### config.mk
export PLATFORM = sky130hd
export DESIGN_NAME = scmd_regs
export DESIGN_NICKNAME = d
export VERILOG_FILES = /design/src/scmd_pkg.sv /design/src/scmd_regs.sv
export SDC_FILE = /design/constraint.sdc
export NUM_CORES = 1
export LEC_CHECK = 0
export ABC_AREA = 1
export ABC_CLOCK_PERIOD_IN_PS = 1700
export BUFFER_PORTS_ARGS = -buffer_cell sky130_fd_sc_hd__buf_2
export CAP_MARGIN = 5
export CORE_MARGIN = 4
export CORE_UTILIZATION = 55
export DETAILED_ROUTE_END_ITERATION = 10
export PLACE_DENSITY = 0.82
export SLEW_MARGIN = 20
export SYNTH_ARGS = -nofsm -noshare
export SYNTH_HDL_FRONTEND = slang
export SYNTH_SLANG_ARGS = --single-unit
### constraint.sdc
create_clock -name clk -period 1.7 [get_ports clk]
set_input_delay 0 -clock clk [delete_from_list [all_inputs] [get_ports clk]]
set_output_delay 0 -clock clk [all_outputs]
set_load 0.005 [all_outputs]
### src/scmd_pkg.sv
// ---------------------------------------------------------------------------
// scmd_pkg: shared types and constants for the stereo chorus
// Payload structs, register indexes, sequencer states, fixed widths.
// ---------------------------------------------------------------------------
package scmd_pkg;

  localparam int SAMPLE_BITS = 24;
  localparam int COEF_BITS   = 24;
  localparam int COEF_FRAC   = COEF_BITS - 2;
  localparam int DELAY_DEPTH = 32768;
  localparam int ADDR_BITS   = $clog2(DELAY_DEPTH);
  localparam int CFG_BITS    = 24;
  localparam int IDX_BITS    = 3;

  typedef enum logic [IDX_BITS-1:0] {
    REG_BASE_DELAY = 3'd0,
    REG_DEPTH      = 3'd1,
    REG_PHASE_STEP = 3'd2,
    REG_WET_MIX    = 3'd3,
    REG_GAIN       = 3'd4,
    REG_FB_ONE     = 3'd5,
    REG_FB_TWO     = 3'd6
  } reg_index_t;

  typedef struct packed {
    logic signed [SAMPLE_BITS-1:0] left_in;
    logic signed [SAMPLE_BITS-1:0] right_in;
  } in_item_t;

  typedef struct packed {
    logic signed [SAMPLE_BITS-1:0] left_out;
    logic signed [SAMPLE_BITS-1:0] right_out;
  } out_item_t;

  typedef struct packed {
    logic [22:0] base_delay;
    logic [20:0] depth_amount;
    logic [23:0] phase_step;
    logic [15:0] wet_mix;
    logic signed [COEF_BITS-1:0] gain;
    logic signed [COEF_BITS-1:0] fb_one;
    logic signed [COEF_BITS-1:0] fb_two;
  } cfg_t;

  typedef enum logic [4:0] {
    ST_CLEAR, ST_IDLE, ST_WRITE, ST_SIN0, ST_SIN1, ST_SIN2, ST_SIN3, ST_SIN4,
    ST_MOD, ST_ADDR, ST_RD1, ST_RD2, ST_INT0, ST_INT1, ST_FB0, ST_FY,
    ST_FA1, ST_FV, ST_MX0, ST_MX1, ST_NEXT, ST_OUT
  } state_t;

  // Sign-saturate a 64 bit value to the sample width.
  function automatic logic signed [SAMPLE_BITS-1:0] sat_sample(logic signed [63:0] v);
    logic signed [63:0] hi;
    logic signed [63:0] lo;
    hi = 64'sd2 ** (SAMPLE_BITS - 1) - 64'sd1;
    lo = -hi - 64'sd1;
    if (v > hi) return hi[SAMPLE_BITS-1:0];
    else if (v < lo) return lo[SAMPLE_BITS-1:0];
    else return v[SAMPLE_BITS-1:0];
  endfunction

  function automatic logic signed [31:0] sat32(logic signed [63:0] v);
    if (v > 64'sd2147483647) return 32'sh7fffffff;
    else if (v < -64'sd2147483648) return 32'sh80000000;
    else return v[31:0];
  endfunction

endpackage

### src/scmd_regs.sv
// ---------------------------------------------------------------------------
// scmd_regs: configuration register file
// Holds the seven control registers; writes beyond the list are dropped.
// ---------------------------------------------------------------------------
module scmd_regs (
  input  logic                          clk,
  input  logic                          rst,
  input  logic                          cfg_we,
  input  logic [scmd_pkg::IDX_BITS-1:0] cfg_index,
  input  logic [scmd_pkg::CFG_BITS-1:0] cfg_data,
  output scmd_pkg::cfg_t                cfg
);
  import scmd_pkg::*;

  always_ff @(posedge clk) begin
    if (rst) begin
      cfg.base_delay   <= 23'd86016;
      cfg.depth_amount <= '0;
      cfg.phase_step   <= 24'd280;
      cfg.wet_mix      <= 16'd16384;
      cfg.gain         <= 24'sd273007;
      cfg.fb_one       <= -24'sd4865393;
      cfg.fb_two       <= 24'sd1763285;
    end else if (cfg_we) begin
      case (reg_index_t'(cfg_index))
        REG_BASE_DELAY: cfg.base_delay   <= cfg_data[22:0];
        REG_DEPTH:      cfg.depth_amount <= cfg_data[20:0];
        REG_PHASE_STEP: cfg.phase_step   <= cfg_data;
        REG_WET_MIX:    cfg.wet_mix      <= cfg_data[15:0];
        REG_GAIN:       cfg.gain         <= cfg_data;
        REG_FB_ONE:     cfg.fb_one       <= cfg_data;
        REG_FB_TWO:     cfg.fb_two       <= cfg_data;
        default: ;
      endcase
    end
  end
endmodule

# Word level (Yosys, flattened, before mapping)
# Cells that the tools add are included.
word_totals:
  regBits: 156
  in_bits: 30
op_classes:
  eq_ne: 6
  n_reduce_logical: 8
ops:
  columns: ["op", "n"]
  rows:
  - ["2-bit AND reduction", 7]
  - ["3-bit equality test, second input constant", 3]
  - ["3-bit by 2-bit equality test with 1-bit output, second input constant", 2]
  - ["3-bit by 1-bit equality test with 1-bit output, second input constant", 1]
  - ["3-bit zero test", 1]

# Logic depth before layout (Yosys ltp)
depth:
  word_depth: 2
  depth_mapped: 7

# Worst setup path before layout
# OpenSTA, ideal clock, no wires.
synth_path:
  path_type: "in2reg"
  from: "input port cfg_we"
  to: "register cfg[130] in the netlist's numbering"
  arrival_time_ps: 743
  setup_ps: 113
  path_stages: 7
  slack_ps: 843
  path_cell_list: "inv_1 > nor2_2 > buf_2 > buf_2 > nand3_1 > nand2_1 > nor2_1"
synth_between:
  elab_chain_cells: 1
synth_rtl:
  columns: ["element", "line", "rtl"]
  rows:
  - ["from (decl)", "scmd_regs.sv:8", "input logic cfg_we,"]
  - ["2-bit AND reduction (no line)", null, null]
  - ["to (decl)", "scmd_regs.sv:11", "output scmd_pkg::cfg_t cfg"]
# No other way between the ends.
# A chain may end at the register's enable or synchronous reset.

# Worst setup path after layout
layout_path:
  from: "input port cfg_index[0] in the netlist's numbering"
  to: "register cfg[45] in the netlist's numbering"
layout_between:
  elab_chain_cells: 2
layout_rtl:
  columns: ["element", "line", "rtl"]
  rows:
  - ["from (decl)", "scmd_regs.sv:9", "input logic [scmd_pkg::IDX_BITS-1:0] cfg_index,"]
  - ["3-bit equality test", "scmd_regs.sv:25", "case (reg_index_t'(cfg_index))"]
  - ["2-bit AND reduction (no line)", null, null]
# No other way between the ends.

==> out/qor.txt <==
Syn nets: 873
Final Hold Viols: 0
Vias in the first global route: 5804
Non-Filler Instances: 1202
Layout cell share with drive strength beyond 1: 0.238
Total power: 8.30 mW
Crit path time final: 1640 ps
Routed via count: 6333
Leakage power: 3.95 nW
Dpl ws: 361 ps
# IOs: 186
Int Pwr: 6.15 mW
Nets: 1084
Largest net degree at the start of global routing: 50
Ys Warns: 0
CTS tree: done
Crit path launch type: input port
Mapped Cells: 843
Setup crit end kind: flip-flop
Sw Ratio: 0.258
First-pass GRT wire length: 30.1 mm
Placed cells: 1133
Core ar.: 0.0104 mm²
Status: completed
Post-DRT Antenna Nets: 0
Initial antenna violation count: 0
Gr ovfl total: 0
PD cells: 1040 mW/mm²
Syn_area_per_cell: 7.04 µm²
Total global-route track usage: 0.303
Cell Rows: 37
Sequential share of the synthesized area: 0.526
Max Slew Vio Count: 0
Ant. Diodes: 0
GPL Wtd Cong: 0.846
Clock buffer count from CTS: 17
Average wire per standard cell: 16.3 µm
Number of library cell types mapped by synthesis: 11
DR pass1 iterations: 5
Critical Path AT: 2050 ps
Later-pin clock latency in the skew report: 520 ps
Synthesized area: 0.00594 mm²
Worst slew pin tran: 665 ps
Die Ht: 112 µm
Max-Cap Viols: 0
CTS Buffer Depth: 2
HPWL Detailed: 12.6 mm
Setup_tns: 0 ps
Seq pwr share: 0.465
Worst rel slew slack: 0.556
Die W: 112 µm
Setup violations, final: 0
Drt via density: 5.27
Final wirelength: 19.6 mm
WS Path Type: input port to flip-flop
Synth Register Bits: 156
RSZ-0062 raised after global routing: false
Largest register FFs: 156
Clk slew on worst S/H paths: 60 ps
Psw: 2.14 mW
Critical Path RT: 2100 ps
Fin crit share: 0.968
Final setup margin: 55.2 ps
H-tree depth: 4
Logic pwr share: 0.105
Hold Crit Class: input port to flip-flop
Biggest regs: cfg x156
Initial drt markers: 578
Clk network pwr share: 0.430
P&R area growth vs syn: 34.1%
Most flop-heavy register: cfg
DRC: 0
CTS Sinks: 156
Worst Skew: 0 ps
Peak supply drop: 0.598 mV
CTS root buf: clkbuf_8
CP max FO: 13
Initial core utilization: 0.570
Die area: 0.0125 mm²
Final Core Density: 0.765
Port bufs: 185
Highest Clock Rate: 608 MHz
## power groups by stage
stage          Sequential [mW]  Combinational [mW]  Clock (mW)
6_report                  3.85               0.872        3.57
2_1_floorplan             3.94               0.417           0
3_5_place_dp              3.93               0.781           0
4_1_cts                   3.85               0.840        3.58
5_1_grt                   3.87               0.959        3.75
3_3_place_gp              3.93               0.768           0
## what timing repair did
item	4_1_cts	5_1_grt
resized for setup	0	4
hold buffers	33	0
endpoints found under the hold margin	115	0
setup buffers	0	4
endpoints found under the setup margin	0	2
## cells in the mapped netlist
| library cell | number | share of area |
|---|---|---|
| nor2_1 | 231 | 0.15 |
| nand2_1 | 210 | 0.13 |
| dfxtp_1 | 156 | 0.53 |
| nand3_1 | 156 | 0.13 |
| inv_1 | 29 | 0.018 |
| clkbuf_1 | 27 | 0.017 |
| buf_2 | 24 | 0.020 |
| nor2_2 | 4 | 0.0042 |
| buf_1 | 3 | 0.0019 |
| inv_2 | 2 | 0.0013 |
| o21ai_0 | 1 | 0.00084 |
## worst paths after layout
| check | start | to | slack (ps) | cells past startpoint |
|---|---|---|---|---|
| worst max-delay path | cfg_index[0] | cfg[45]$_SDFFE_PP1P_ | 60 | 9 |
| worst min register to register | cfg[6]$_SDFFE_PP1P_ | cfg[6]$_SDFFE_PP1P_ | 460 | 2 |
| worst max register to register | cfg[45]$_SDFFE_PP1P_ | cfg[45]$_SDFFE_PP1P_ | 560 | 3 |
| worst min-delay path | cfg_we | cfg[124]$_SDFFE_PP0P_ | 140 | 6 |
## placed cells by master (no fill, tap or decap), types with 2 or more instances in the layout
master	Yosys	routed
clkinvlp_4	0	6
clkbuf_8	0	3
inv_1	29	28
nor2_1	231	228
buf_12	0	4
inv_6	0	4
buf_2	24	185
dlygate4sd3_1	0	33
nand2_1	210	209
dfxtp_1	156	156
buf_4	0	23
inv_2	2	2
nor2_2	4	7
clkbuf_16	0	16
nand3_1	156	156
## per-stage QoR
stage	hold WS [ps]	area, µm²
2_1_floorplan	113	5940
3_3_place_gp	218	7030
3_5_place_dp	218	7030
4_1_cts	20.7	7910
5_1_grt	211	7960
6_report	142	7960
## critical path: stages
cell	delay [ps]
dlygate4sd3_1	530
buf_2	200
inv_2	70
nor2_2	100
buf_4	190
nand2_2	190
nand2_1	100
nand3_1	70
dlygate4sd3_1	590
## cells by family (layout without fill, tap and decap cells)
kind of cell           after synthesis  count (layout)  share of synthesized area
and+or+nand+nor                    601             602                      0.414
DFF                                156             156                      0.526
buffers and inverters               85             307                     0.0588
AOI/OAI and AO/OA                    1               1                   0.000842
## per-layer routing
metal / GRT usage / part of all wire / up-vias
met5: 0 / 0 / -
met4: 0.130 / 0.036 / 0
met3: 0.0707 / 0.11 / 47
met2: 0.496 / 0.47 / 366
met1: 0.384 / 0.39 / 2867
li1: - / - / 3053
## layout make-up
class / count / area [µm²]
inverter: 31 / 119
clock buffer: 20 / 445
timing repair buffer: 245 / 1510
tap: 136 / 170
clock inverter: 11 / 110
fill: 820 / 2450
sequential: 156 / 3120
multi-input combinational: 603 / 2490
Power figures use the tool's default switching activity.
